===== src/rtl/mplt_pkg.sv =====
// ----------------------------------------------------------------------------
// mplt_pkg: shared types and constants for the peer MAC LRU table
// Item and result layouts, outcome codes and default sizing.
// ----------------------------------------------------------------------------
package mplt_pkg;

  localparam int MAC_W        = 48;
  localparam int FILL_W       = 5;
  localparam int DEF_CAPACITY = 20;

  typedef enum logic [2:0] {
    OUT_UNTRACKED = 3'd0,  // managed MAC, was not in the table
    OUT_REMOVED   = 3'd1,  // managed MAC, dropped from the table
    OUT_MOVED     = 3'd2,  // tracked MAC, moved to the front
    OUT_INSERTED  = 3'd3,  // new MAC, table had room
    OUT_EVICTED   = 3'd4   // new MAC, oldest entry dropped
  } outcome_t;

  typedef struct packed {
    logic [MAC_W-1:0] peer_mac;
    logic             is_enrolled;
    logic             master_valid;
    logic [MAC_W-1:0] master_mac;
  } item_t;

  typedef struct packed {
    outcome_t          outcome;
    logic              evict_valid;
    logic [MAC_W-1:0]  evicted_mac;
    logic [FILL_W-1:0] fill_count;
  } result_t;

endpackage


===== src/rtl/mac_peer_lru_table.sv =====
// ----------------------------------------------------------------------------
// mac_peer_lru_table: most-recent-first table of peer MAC addresses
// Stream in one registration beat, stream out one outcome beat.
// ----------------------------------------------------------------------------
// Timing: the result waits for the slot walk and then the slot moves, as
//   the single RAM port serves both.
// Throughput: one beat in flight; next input taken the cycle after the result
//   moves into the output register. Reset empties the table (fill count zero,
//   slot contents left as they are); no clearing pass.
// ----------------------------------------------------------------------------
module mac_peer_lru_table
  import mplt_pkg::*;
#(
  parameter int CAPACITY = DEF_CAPACITY,
  localparam int IDX_W = (CAPACITY > 1) ? $clog2(CAPACITY) : 1
) (
  input  logic        clk,
  input  logic        rst,
  // input stream
  input  logic        s_axis_tvalid,
  output logic        s_axis_tready,
  input  logic [95:0] s_axis_tdata,  // [47:0] peer_mac, [95:48] master_mac
  input  logic [1:0]  s_axis_tuser,  // [0] is_enrolled, [1] master_valid
  // result stream
  output logic        m_axis_tvalid,
  input  logic        m_axis_tready,
  output logic [55:0] m_axis_tdata,  // [47:0] evicted_mac, [52:48] fill_count,
                                     // [55:53] zero
  output logic [3:0]  m_axis_tuser   // [2:0] outcome, [3] evict_valid
);

  item_t            item;
  result_t          res;
  result_t          out_res;
  logic             idle;
  logic             res_valid;
  logic             res_take;
  logic             out_full;
  logic             out_free;

  logic             rd_en;
  logic [IDX_W-1:0] rd_addr;
  logic [MAC_W-1:0] rd_data;
  logic             wr_en;
  logic [IDX_W-1:0] wr_addr;
  logic [MAC_W-1:0] wr_data;

  // unpack the input beat
  assign item.peer_mac     = s_axis_tdata[47:0];
  assign item.master_mac   = s_axis_tdata[95:48];
  assign item.is_enrolled  = s_axis_tuser[0];
  assign item.master_valid = s_axis_tuser[1];

  // ready only between beats; the output register decouples the far side
  assign s_axis_tready = idle;

  mplt_ctrl #(
    .CAPACITY (CAPACITY)
  ) u_ctrl (
    .clk       (clk),
    .rst       (rst),
    .start     (s_axis_tvalid && s_axis_tready),
    .item      (item),
    .idle      (idle),
    .res_valid (res_valid),
    .res_take  (res_take),
    .res       (res),
    .rd_en     (rd_en),
    .rd_addr   (rd_addr),
    .rd_data   (rd_data),
    .wr_en     (wr_en),
    .wr_addr   (wr_addr),
    .wr_data   (wr_data)
  );

  mplt_slot_ram #(
    .DEPTH (CAPACITY)
  ) u_ram (
    .clk     (clk),
    .rd_en   (rd_en),
    .rd_addr (rd_addr),
    .rd_data (rd_data),
    .wr_en   (wr_en),
    .wr_addr (wr_addr),
    .wr_data (wr_data)
  );

  // output register: takes a finished result when empty or draining
  assign out_free = !out_full || m_axis_tready;
  assign res_take = res_valid && out_free;

  always_ff @(posedge clk) begin
    if (rst) begin
      out_full <= 1'b0;
    end else if (res_take) begin
      out_full <= 1'b1;
    end else if (m_axis_tready) begin
      out_full <= 1'b0;
    end
  end

  always_ff @(posedge clk) begin
    if (res_take) begin
      out_res <= res;
    end
  end

  assign m_axis_tvalid = out_full;
  assign m_axis_tdata  = {3'b000, out_res.fill_count, out_res.evicted_mac};
  assign m_axis_tuser  = {out_res.evict_valid, out_res.outcome};

`ifndef SYNTH
  // an accepted beat leaves the input not ready in the cycle after
  a_busy_after_accept: assert property (@(posedge clk) disable iff (rst)
    s_axis_tvalid && s_axis_tready |=> !s_axis_tready)
    else $error("input ready right after an accepted beat");

  // eviction flag and eviction outcome travel together
  a_evict_outcome: assert property (@(posedge clk) disable iff (rst)
    m_axis_tvalid |-> (out_res.evict_valid == (out_res.outcome == OUT_EVICTED)))
    else $error("evict flag disagrees with outcome");

  // no evicted MAC without an eviction
  a_evict_zero: assert property (@(posedge clk) disable iff (rst)
    m_axis_tvalid && !out_res.evict_valid |-> (out_res.evicted_mac == '0))
    else $error("evicted MAC nonzero without eviction");

  // a result is only handed over from the sequencer's done state
  a_take_idle: assert property (@(posedge clk) disable iff (rst)
    res_take |=> idle)
    else $error("sequencer not idle after result handoff");
`endif

endmodule


===== src/rtl/mplt_slot_ram.sv =====
// ----------------------------------------------------------------------------
// mplt_slot_ram: peer slot storage
// One write port, one read port with registered read data.
// ----------------------------------------------------------------------------
module mplt_slot_ram
  import mplt_pkg::*;
#(
  parameter int DEPTH = DEF_CAPACITY,
  localparam int IDX_W = (DEPTH > 1) ? $clog2(DEPTH) : 1
) (
  input  logic             clk,
  input  logic             rd_en,
  input  logic [IDX_W-1:0] rd_addr,
  output logic [MAC_W-1:0] rd_data,
  input  logic             wr_en,
  input  logic [IDX_W-1:0] wr_addr,
  input  logic [MAC_W-1:0] wr_data
);

  logic [MAC_W-1:0] mem [DEPTH];

  always_ff @(posedge clk) begin
    if (wr_en) begin
      mem[wr_addr] <= wr_data;
    end
    if (rd_en) begin
      rd_data <= mem[rd_addr];
    end
  end

endmodule


===== src/rtl/mplt_ctrl.sv =====
// ----------------------------------------------------------------------------
// mplt_ctrl: table sequencer
// Walks the slots with one shared MAC compare, then moves entries as needed,
// one per cycle through the RAM port, to close a gap or open the front slot.
// ----------------------------------------------------------------------------
module mplt_ctrl
  import mplt_pkg::*;
#(
  parameter int CAPACITY = DEF_CAPACITY,
  localparam int IDX_W = (CAPACITY > 1) ? $clog2(CAPACITY) : 1,
  localparam int CNT_W = $clog2(CAPACITY + 1)
) (
  input  logic             clk,
  input  logic             rst,
  input  logic             start,
  input  item_t            item,
  output logic             idle,
  output logic             res_valid,
  input  logic             res_take,
  output result_t          res,
  output logic             rd_en,
  output logic [IDX_W-1:0] rd_addr,
  input  logic [MAC_W-1:0] rd_data,
  output logic             wr_en,
  output logic [IDX_W-1:0] wr_addr,
  output logic [MAC_W-1:0] wr_data
);

  typedef enum logic [5:0] {
    ST_IDLE   = 6'b000001,
    ST_SEARCH = 6'b000010,
    ST_DECIDE = 6'b000100,
    ST_SHIFT  = 6'b001000,
    ST_FRONT  = 6'b010000,
    ST_DONE   = 6'b100000
  } state_t;

  state_t           state;
  logic [CNT_W-1:0] count;
  logic [MAC_W-1:0] mac;
  logic             managed;
  logic [CNT_W-1:0] ridx;
  logic             rd_vld;
  logic [IDX_W-1:0] pidx;
  logic             found;
  logic [IDX_W-1:0] pos;
  logic [MAC_W-1:0] tail;
  logic [CNT_W-1:0] shift_cnt;
  logic [IDX_W-1:0] src;
  logic             dir_up;
  logic             front_pend;
  logic             p_vld;
  logic [IDX_W-1:0] p_dst;

  logic             hit;
  logic             last;
  logic             issue;
  logic             full;
  logic [CNT_W-1:0] ins_n;
  logic             shift_go;

  assign full  = (count == CNT_W'(CAPACITY));
  assign ins_n = full ? count : count + CNT_W'(1);
  assign hit   = rd_vld && (rd_data == mac);
  assign last  = rd_vld && (CNT_W'(pidx) == count - CNT_W'(1));
  assign issue = (state == ST_SEARCH) && (ridx < count) && !hit && !last;
  assign shift_go = (state == ST_SHIFT) && (shift_cnt != '0);

  assign idle      = (state == ST_IDLE);
  assign res_valid = (state == ST_DONE);

  // single RAM port pair: reads for search and shifts, writes for shifts
  // and the front slot
  always_comb begin
    rd_en   = issue || shift_go;
    rd_addr = shift_go ? src : ridx[IDX_W-1:0];
    wr_en   = p_vld || (state == ST_FRONT);
    wr_addr = (state == ST_FRONT) ? '0 : p_dst;
    wr_data = (state == ST_FRONT) ? mac : rd_data;
  end

  always_ff @(posedge clk) begin
    if (rst) begin
      state  <= ST_IDLE;
      count  <= '0;
      rd_vld <= 1'b0;
      p_vld  <= 1'b0;
    end else begin
      unique case (state)
        ST_IDLE: begin
          if (start) begin
            mac     <= item.peer_mac;
            managed <= item.is_enrolled ||
                       (item.master_valid && (item.master_mac == item.peer_mac));
            ridx    <= '0;
            rd_vld  <= 1'b0;
            found   <= 1'b0;
            state   <= (count == '0) ? ST_DECIDE : ST_SEARCH;
          end
        end
        ST_SEARCH: begin
          pidx   <= ridx[IDX_W-1:0];
          rd_vld <= issue;
          if (issue) begin
            ridx <= ridx + CNT_W'(1);
          end
          if (hit) begin
            found <= 1'b1;
            pos   <= pidx;
            state <= ST_DECIDE;
          end else if (last) begin
            tail  <= rd_data;
            state <= ST_DECIDE;
          end
        end
        ST_DECIDE: begin
          rd_vld          <= 1'b0;
          res.evict_valid <= 1'b0;
          res.evicted_mac <= '0;
          priority if (managed && found) begin
            // close the gap: slot[j] <= slot[j+1]
            res.outcome    <= OUT_REMOVED;
            res.fill_count <= FILL_W'(count - CNT_W'(1));
            count          <= count - CNT_W'(1);
            shift_cnt      <= count - CNT_W'(1) - CNT_W'(pos);
            src            <= pos + IDX_W'(1);
            dir_up         <= 1'b1;
            front_pend     <= 1'b0;
            state          <= ST_SHIFT;
          end else if (managed) begin
            res.outcome    <= OUT_UNTRACKED;
            res.fill_count <= FILL_W'(count);
            state          <= ST_DONE;
          end else if (found) begin
            // slot[j] <= slot[j-1] for j = pos..1, then mac at front
            res.outcome    <= OUT_MOVED;
            res.fill_count <= FILL_W'(count);
            shift_cnt      <= CNT_W'(pos);
            src            <= pos - IDX_W'(1);
            dir_up         <= 1'b0;
            front_pend     <= 1'b1;
            state          <= ST_SHIFT;
          end else begin
            res.outcome     <= full ? OUT_EVICTED : OUT_INSERTED;
            res.evict_valid <= full;
            res.evicted_mac <= full ? tail : '0;
            res.fill_count  <= FILL_W'(ins_n);
            count           <= ins_n;
            shift_cnt       <= ins_n - CNT_W'(1);
            src             <= IDX_W'(ins_n - CNT_W'(2));
            dir_up          <= 1'b0;
            front_pend      <= 1'b1;
            state           <= ST_SHIFT;
          end
        end
        ST_SHIFT: begin
          p_vld <= shift_go;
          if (shift_go) begin
            p_dst     <= dir_up ? src - IDX_W'(1) : src + IDX_W'(1);
            src       <= dir_up ? src + IDX_W'(1) : src - IDX_W'(1);
            shift_cnt <= shift_cnt - CNT_W'(1);
          end else if (!p_vld) begin
            state <= front_pend ? ST_FRONT : ST_DONE;
          end
        end
        ST_FRONT: begin
          state <= ST_DONE;
        end
        ST_DONE: begin
          if (res_take) begin
            state <= ST_IDLE;
          end
        end
        default: begin
          state <= ST_IDLE;
        end
      endcase
    end
  end

endmodule

===== config.mk =====
export PLATFORM = sky130hd
export DESIGN_NAME = mac_peer_lru_table
export DESIGN_NICKNAME = d
export VERILOG_FILES = /design/src/rtl/mplt_pkg.sv /design/src/rtl/mac_peer_lru_table.sv /design/src/rtl/mplt_slot_ram.sv /design/src/rtl/mplt_ctrl.sv
export SDC_FILE = /design/constraint.sdc
export NUM_CORES = 2
export LEC_CHECK = 0
export BUFFER_PORTS_ARGS = -buffer_cell sky130_fd_sc_hd__buf_2
export CAP_MARGIN = 20
export CORE_ASPECT_RATIO = 0.6
export CORE_MARGIN = 4
export CORE_UTILIZATION = 46
export CTS_BUF_LIST = sky130_fd_sc_hd__clkbuf_8
export CTS_CLUSTER_SIZE = 16
export DETAILED_ROUTE_END_ITERATION = 16
export PLACE_DENSITY_LB_ADDON = 0.2
export RECOVER_POWER = 50
export REMOVE_ABC_BUFFERS = 1
export SLEW_MARGIN = 20
export SYNTH_ARGS = -nofsm -noshare
export SYNTH_HDL_FRONTEND = slang
export SYNTH_SLANG_ARGS = --single-unit
export TNS_END_PERCENT = 100

===== constraint.sdc =====
create_clock -name clk -period 6.25 [get_ports clk]
set_clock_uncertainty 0.15 [all_clocks]
set_input_delay 1.25 -clock clk [delete_from_list [all_inputs] [get_ports clk]]
set_output_delay 1.25 -clock clk [all_outputs]
set_load 0.01 [all_outputs]

# [Yosys cells after proc, flatten, opt, wreduce, memory -nomap -nowiden]
# Memory sizes are Yosys's and may differ from the RTL's. A register that Yosys moved wholly into a read port is not among the register bits.
# Index checks and enable logic that the tools add are counted.
[word_totals] n_memories=1 wordCells=147 rom_bits=0 latch_bits=0 ram_bits=960 regBits=258
[op_classes] bitwise_logic=3 add_sub_neg=11 magnitude_cmp=1 mux=46 n_reduce_logical=38 mul=0 n_div=0 shift=0 n_eq_ne=20
[mem_list] memory="u_ram.mem" words=20 width=48 rd=1 rd_clocked_by_memory_dff=1 wr=1 line_no="mplt_slot_ram.sv:20" source="logic [MAC_W-1:0] mem [DEPTH];"
[ops] cell="48-bit equality test" n=2
[ops] cell="5-bit 2-to-1 mux" n=18
[ops] cell="6-bit 2-to-1 mux" n=9
[ops] cell="48-bit 2-to-1 mux" n=1
[ops] cell="6-bit one-hot mux with 6 select lines" n=1
[ops] cell="5-bit one-hot mux with 2 select lines" n=3
[ops] cell="5-bit by 1-bit subtractor with 5-bit output, second input constant" n=5
[ops] cell="5-bit by 1-bit adder with 5-bit output, second input constant" n=4
[ops] cell="4-bit AND reduction" n=4
[ops] cell="3-bit AND reduction" n=4
[ops] cell="1-bit logical AND" n=10
[ops] cell="2-bit by 1-bit != test with 1-bit output, second input constant" n=5
[ops] cell="1-bit 2-to-1 mux" n=9
[ops] cell="6-bit by 1-bit equality test with 1-bit output, second input constant" n=1
[ops] cell="6-bit by 2-bit equality test with 1-bit output, second input constant" n=1
[ops] cell="6-bit by 3-bit equality test with 1-bit output, second input constant" n=1
[ops] cell="6-bit by 4-bit equality test with 1-bit output, second input constant" n=1
[ops] cell="6-bit by 5-bit equality test with 1-bit output, second input constant" n=1
[ops] cell="6-bit equality test, second input constant" n=1
[ops] cell="3-bit 2-to-1 mux" n=2
[ops] cell="2-bit != test, second input constant" n=3
[ops] cell="2-bit AND reduction" n=3
[ops] cell="2-bit nonzero test" n=3
[ops] cell="5-bit equality test" n=1
[ops] cell="other kinds (19)" n=26

# [Depth between registers and ports, before layout]
[depth] depth_word=7 ltp_mapped=11 ltp_nobuf=10

# [By module]
# A second synthesis with hierarchy kept.
[unflattened] cells_unflattened=2847 area_unflattened_um2=50033.0
[by_module_without_submodules] mod="mplt_slot_ram" seq_area_each_um2=30269.0 area_each_um2=38356.8 instances=1 cells_each=2021
[by_module_without_submodules] mod="mplt_ctrl" seq_area_each_um2=5845.6 area_each_um2=9877.0 instances=1 cells_each=759
[by_module_without_submodules] mod="mac_peer_lru_table" seq_area_each_um2=1731.7 area_each_um2=1799.2 instances=1 cells_each=67

# [Worst setup path after synthesis]
# No wires, ideal clock.
[synth_timing] kind="register to register" from="register u_ctrl.count[0]" to="register u_ctrl.tail[0] (enable)" arrival_ps=5587 setup_slack_ps=-10 synth_period_minus_slack_ps=6260 path_stages_with_launch=9 path_buffers=1 path_cell_list="dfxtp_1 > clkbuf_1 > inv_1 > ha_1 > nor3b_1 > xnor2_1 > xnor2_1 > or4_1 > nor3b_1"
[synth_between] elab_chain_len=4
[synth_rtl] item="start, declared" line_no="mplt_ctrl.sv:39" source="logic [CNT_W-1:0] count;"
[synth_rtl] item="start signal, assigned" line_no="mplt_ctrl.sv:124" source="count <= count - CNT_W'(1);"
[synth_rtl] item="start signal, assigned" line_no="mplt_ctrl.sv:148" source="count <= ins_n;"
[synth_rtl] item="5-bit by 1-bit subtractor with 5-bit output" line_no="mplt_ctrl.sv:65" source="assign last = rd_vld && (CNT_W'(pidx) == count - CNT_W'(1));"
[synth_rtl] item="5-bit equality test" line_no="mplt_ctrl.sv:65"
[synth_rtl] item="1-bit logical AND" line_no="mplt_ctrl.sv:65"
[synth_rtl] item="4-bit AND reduction (no line)"
[synth_rtl] item="end signal, assigned" line_no="mplt_ctrl.sv:112" source="tail <= rd_data;"
[synth_rtl] item="end, declared" line_no="mplt_ctrl.sv:47" source="logic [MAC_W-1:0] tail;"
# No other way between the ends.
# A chain may end at the register's enable or synchronous reset.

# [Final worst setup path]
[layout_timing] from="register u_ctrl.state[4]" to="register u_ram.rd_data[23], read port of u_ram.mem (data pin)"
[layout_between] elab_chain_len=5 word_cells_on_any_way=8 classes_between="eq/ne: 2; mux: 1; reduce/logical: 5"
[layout_rtl] item="start, declared" line_no="mplt_ctrl.sv:38" source="state_t state;"
[layout_rtl] item="start signal, assigned" line_no="mplt_ctrl.sv:98" source="state <= (count == '0) ? ST_DECIDE : ST_SEARCH;"
[layout_rtl] item="start signal, assigned" line_no="mplt_ctrl.sv:163" source="state <= front_pend ? ST_FRONT : ST_DONE;"
[layout_rtl] item="6-bit by 2-bit equality test with 1-bit output" line_no="mplt_ctrl.sv:66" source="assign issue = (state == ST_SEARCH) && (ridx < count) && !hit && !last;"
[layout_rtl] item="1-bit logical AND (3 in a row)" line_no="mplt_ctrl.sv:66"
[layout_rtl] item="1-bit logical OR" line_no="mplt_ctrl.sv:75" source="rd_en = issue || shift_go;"
[layout_rtl] item="end, declared" line_no="mplt_slot_ram.sv:14" source="output logic [MAC_W-1:0] rd_data,"
# Several ways; a longest one is shown, not always the timed one.

==> qor.txt <==
result of the run = finished with violations
violations in the final reports = capacitance limit, slew limit
Initial Util = 0.464
proportion of register bits with asynchronous set or reset after synthesis = 0
clock latency of the later-clocked register in the worst-skew pair = 0.93 ns
Maximum Capacitance Violations = 9
number of H-tree levels = 4
CTS tree = built
highest fanout seen on the critical path = 49
fraction of synthesized area in multiplexers = 0.0716
setup repair after global routing missed its margin = no
overall fraction of global-route tracks in use = 0.260
synth top area cells = sky130_fd_sc_hd__edfxtp_1 71%, sky130_fd_sc_hd__mux4_2 4.0%, sky130_fd_sc_hd__a21oi_1 2.4%, sky130_fd_sc_hd__nand3_1 2.4%, sky130_fd_sc_hd__mux2_2 2.1%
PnR Total Power = 17.9 mW
Max Transition Viols Final = 274
post-synthesis sequential element count = 1264
top-area cell type share of the netlist area = 0.705
top-level I/O count = 164
type of the setup path with the least slack = reg -> reg
clock slew at the register clock pins of the worst setup and hold paths = 0.07 ns
dominant register cell in the synthesized netlist = sky130_fd_sc_hd__edfxtp_1
synthesized area = 53200 sq um
Yosys Warn Count = 0
maximum clock path buffer count = 3
actual slew at the worst max-slew pin = 3.82 ns
Core Area = 115000 sq um
Synth Area in Compound Gates = 0.0895
Gates resized, CTS repair = 0
most numerous cell types in the synthesized netlist = 1250 x sky130_fd_sc_hd__edfxtp_1, 259 x sky130_fd_sc_hd__a21oi_1, 255 x sky130_fd_sc_hd__nand3_1
CP max stage delay = 2.00 ns
cell with the most instances after synthesis = sky130_fd_sc_hd__edfxtp_1
DP Wirelength = 94.2 mm
WL per Instance = 29.6 um
Clock Root Buffer = sky130_fd_sc_hd__clkbuf_8
area leader, netlist = sky130_fd_sc_hd__edfxtp_1
drt drc = 0
arrival time of the worst setup path = 5.65 ns
number of antenna violations at the first check in global routing = 6
Total Die Area = 121000 sq um
chip height = 271 um
Num CTS Buffers = 184
XOR/XNOR Fraction of Synth Area = 0.0199
sequential element share of the synthesized area = 0.711
synth unique cells = 72
Total Nets Final = 3839
final WL = 160 mm
number of cells produced by synthesis = 3556
footprint of the multi-input gates = 14400 sq um
simple-gate area share of the yosys netlist = 0.0789
Hold WC Path Type = reg -> reg
Layout Area Growth over Synthesis = 11.2%
arithmetic-cell share of the synthesized area counting full adders, half adders and majority gates = 0.00531
leakage power of the design = 19.3 nW
overall die width = 447 um
largest family of logic cells by synthesized area = compound AO/OA/AOI/OAI gates
residual antenna-violating net count after detailed routing = 0
min Tclk post-route = 5.19 ns
Final Core Density = 0.516
ratio of cells with drive above 1 in the final layout = 0.153
number of DRC markers after the initial detailed-route iteration = 4978
Mapped Avg Cell Area = 15.0 sq um
largest net degree at the start of global routing = 192
grt total ovfl = 0
Post-synth EDFFs = 1250
post-DR vias/cell = 6.25
IO Port Bufs = 160
count of fill cells added during filler insertion = 9508
required time reported for the critical path endpoint = 6.71 ns
Via Count = 33600
row count = 96
Worst slew margin = -1.54
kind of cell adding the most delay to the critical path = buffers and inverters
number of global-route vias before repair = 31800
global-route wire length before repair = 229 mm
first drt pass iteration count = 6
Period Utilization, post-route = 0.830
FF+latch area = 37800 sq um
Setup violations, final = 0
pwr dens = 302 nW/um^2
Cell Chain, Critical Path = or4_1 -> nor3_4 -> clkbuf_1 -> a21oi_1 -> o221ai_1 -> nand3_1
final hold viol count = 0
postcts setup bufs = 0
worst reg2reg setup slack = 1.06 ns
final estimated routing congestion in global placement = 0.859
achievable frequency = 0.193 GHz
type of destination of the critical path = register
Peak VDD IR = 0.000190 V
buffering stage count on the worst path with inverters included = 1
Critical Path Slowest Stage Cell = sky130_fd_sc_hd__clkbuf_1
CTS Hold Bufs = 0
number of clock sinks seen by CTS = 1264
startpoint class of the critical path = register
## per-stage QoR
step                      hold slack (ns)  instances  setup slack [ns]  setup TNS, ns  area, sq um
after floorplan                     0.250       3289             -6.91        -457.31        52100
after CTS                           0.236       5377              1.94              0        59300
final                               0.244       5385              1.06              0        59200
after global placement              0.254       5043              2.07              0        55800
after detailed placement            0.255       5046              1.96              0        55800
after global routing                0.251       5381             0.869              0        59200
## cells by family (layout without fill, tap and decap cells)
logic type | after synthesis | after routing
DFF | 1264 | 1264
and+or+nand+nor | 816 | 816
AOI/OAI and AO/OA | 767 | 767
buffers and inverters | 314 | 616
muxes | 251 | 251
xor gates and xnor gates | 121 | 121
adders and majority gates | 22 | 22
other | 1 | 9
## layer usage
metal,up-vias,part of all wire,track usage
met5,-,0.00011,0
met4,2,0.028,0.0856
met3,231,0.10,0.0537
met2,1942,0.42,0.360
met1,17200,0.45,0.406
li1,14300,-,-
## cell type report
cell class | count | share of cell area
Antenna cell | 6 | 0.000254
Clock buffer | 185 | 0.0430
Clock inverter | 146 | 0.0153
Inverter | 45 | 0.00285
Multi-Input combinational cell | 1980 | 0.243
Sequential cell | 1264 | 0.639
Tap cell | 1519 | 0.0321
Timing Repair Buffer | 240 | 0.0243
## sequential cells by signal, indices dropped and copies added, names as in the netlist, 3 cells and up
| name | flops |
|---|---|
| u_ram.mem | 960 |
| u_ctrl.res | 56 |
| m_axis_tdata | 53 |
| u_ctrl.mac | 48 |
| u_ctrl.tail | 48 |
| u_ram.rd_data | 48 |
| u_ctrl.state | 6 |
| u_ctrl.count | 5 |
| u_ctrl.p_dst | 5 |
| u_ctrl.pidx | 5 |
| u_ctrl.pos | 5 |
| u_ctrl.ridx | 5 |
| u_ctrl.shift_cnt | 5 |
| u_ctrl.src | 5 |
| m_axis_tuser | 3 |
## cells in the final DEF, fill, tap and decap left out, drive strengths merged, types with 6 or more instances in the layout
| master | count |
|---|---|
| nor2 | 145 |
| nand2b | 8 |
| a31oi | 10 |
| nand3b | 9 |
| ha | 21 |
| diode | 6 |
| nand4 | 12 |
| mux2 | 98 |
| and3 | 52 |
| bufinv | 7 |
| mux4 | 94 |
| o22ai | 53 |
| a21oi | 260 |
| a311o | 48 |
| clkbuf | 242 |
| xnor2 | 41 |
| clkinv | 67 |
| nor4 | 74 |
| nor3 | 10 |
| dfxtp | 14 |
| o221ai | 50 |
| nand3 | 256 |
| inv | 117 |
| nor2b | 56 |
| and2 | 51 |
| edfxtp | 1250 |
| xor2 | 80 |
| mux2i | 59 |
| o21ai | 209 |
| o211ai | 6 |
| buf | 183 |
| a211oi | 98 |
| nand2 | 121 |
## path summary, 6_finish.rpt
| kind | cells after the start | from | to |
|---|---|---|---|
| setup reg to reg | 6 | u_ctrl.state[4] | u_ram.rd_data[23] |
| setup / recovery | 6 | u_ctrl.state[4] | u_ram.rd_data[23] |
| hold reg to reg | 0 | u_ctrl.res[30] | m_axis_tdata[25] |
| hold / removal | 0 | u_ctrl.res[30] | m_axis_tdata[25] |
## power breakdown
group / switching (mW) / total (mW) / internal (mW)
Sequential: 0.126 / 9.52 / 9.39
Clock: 3.35 / 6.44 / 3.09
Combinational: 1.30 / 1.93 / 0.627
Power figures use the tool's default switching activity.
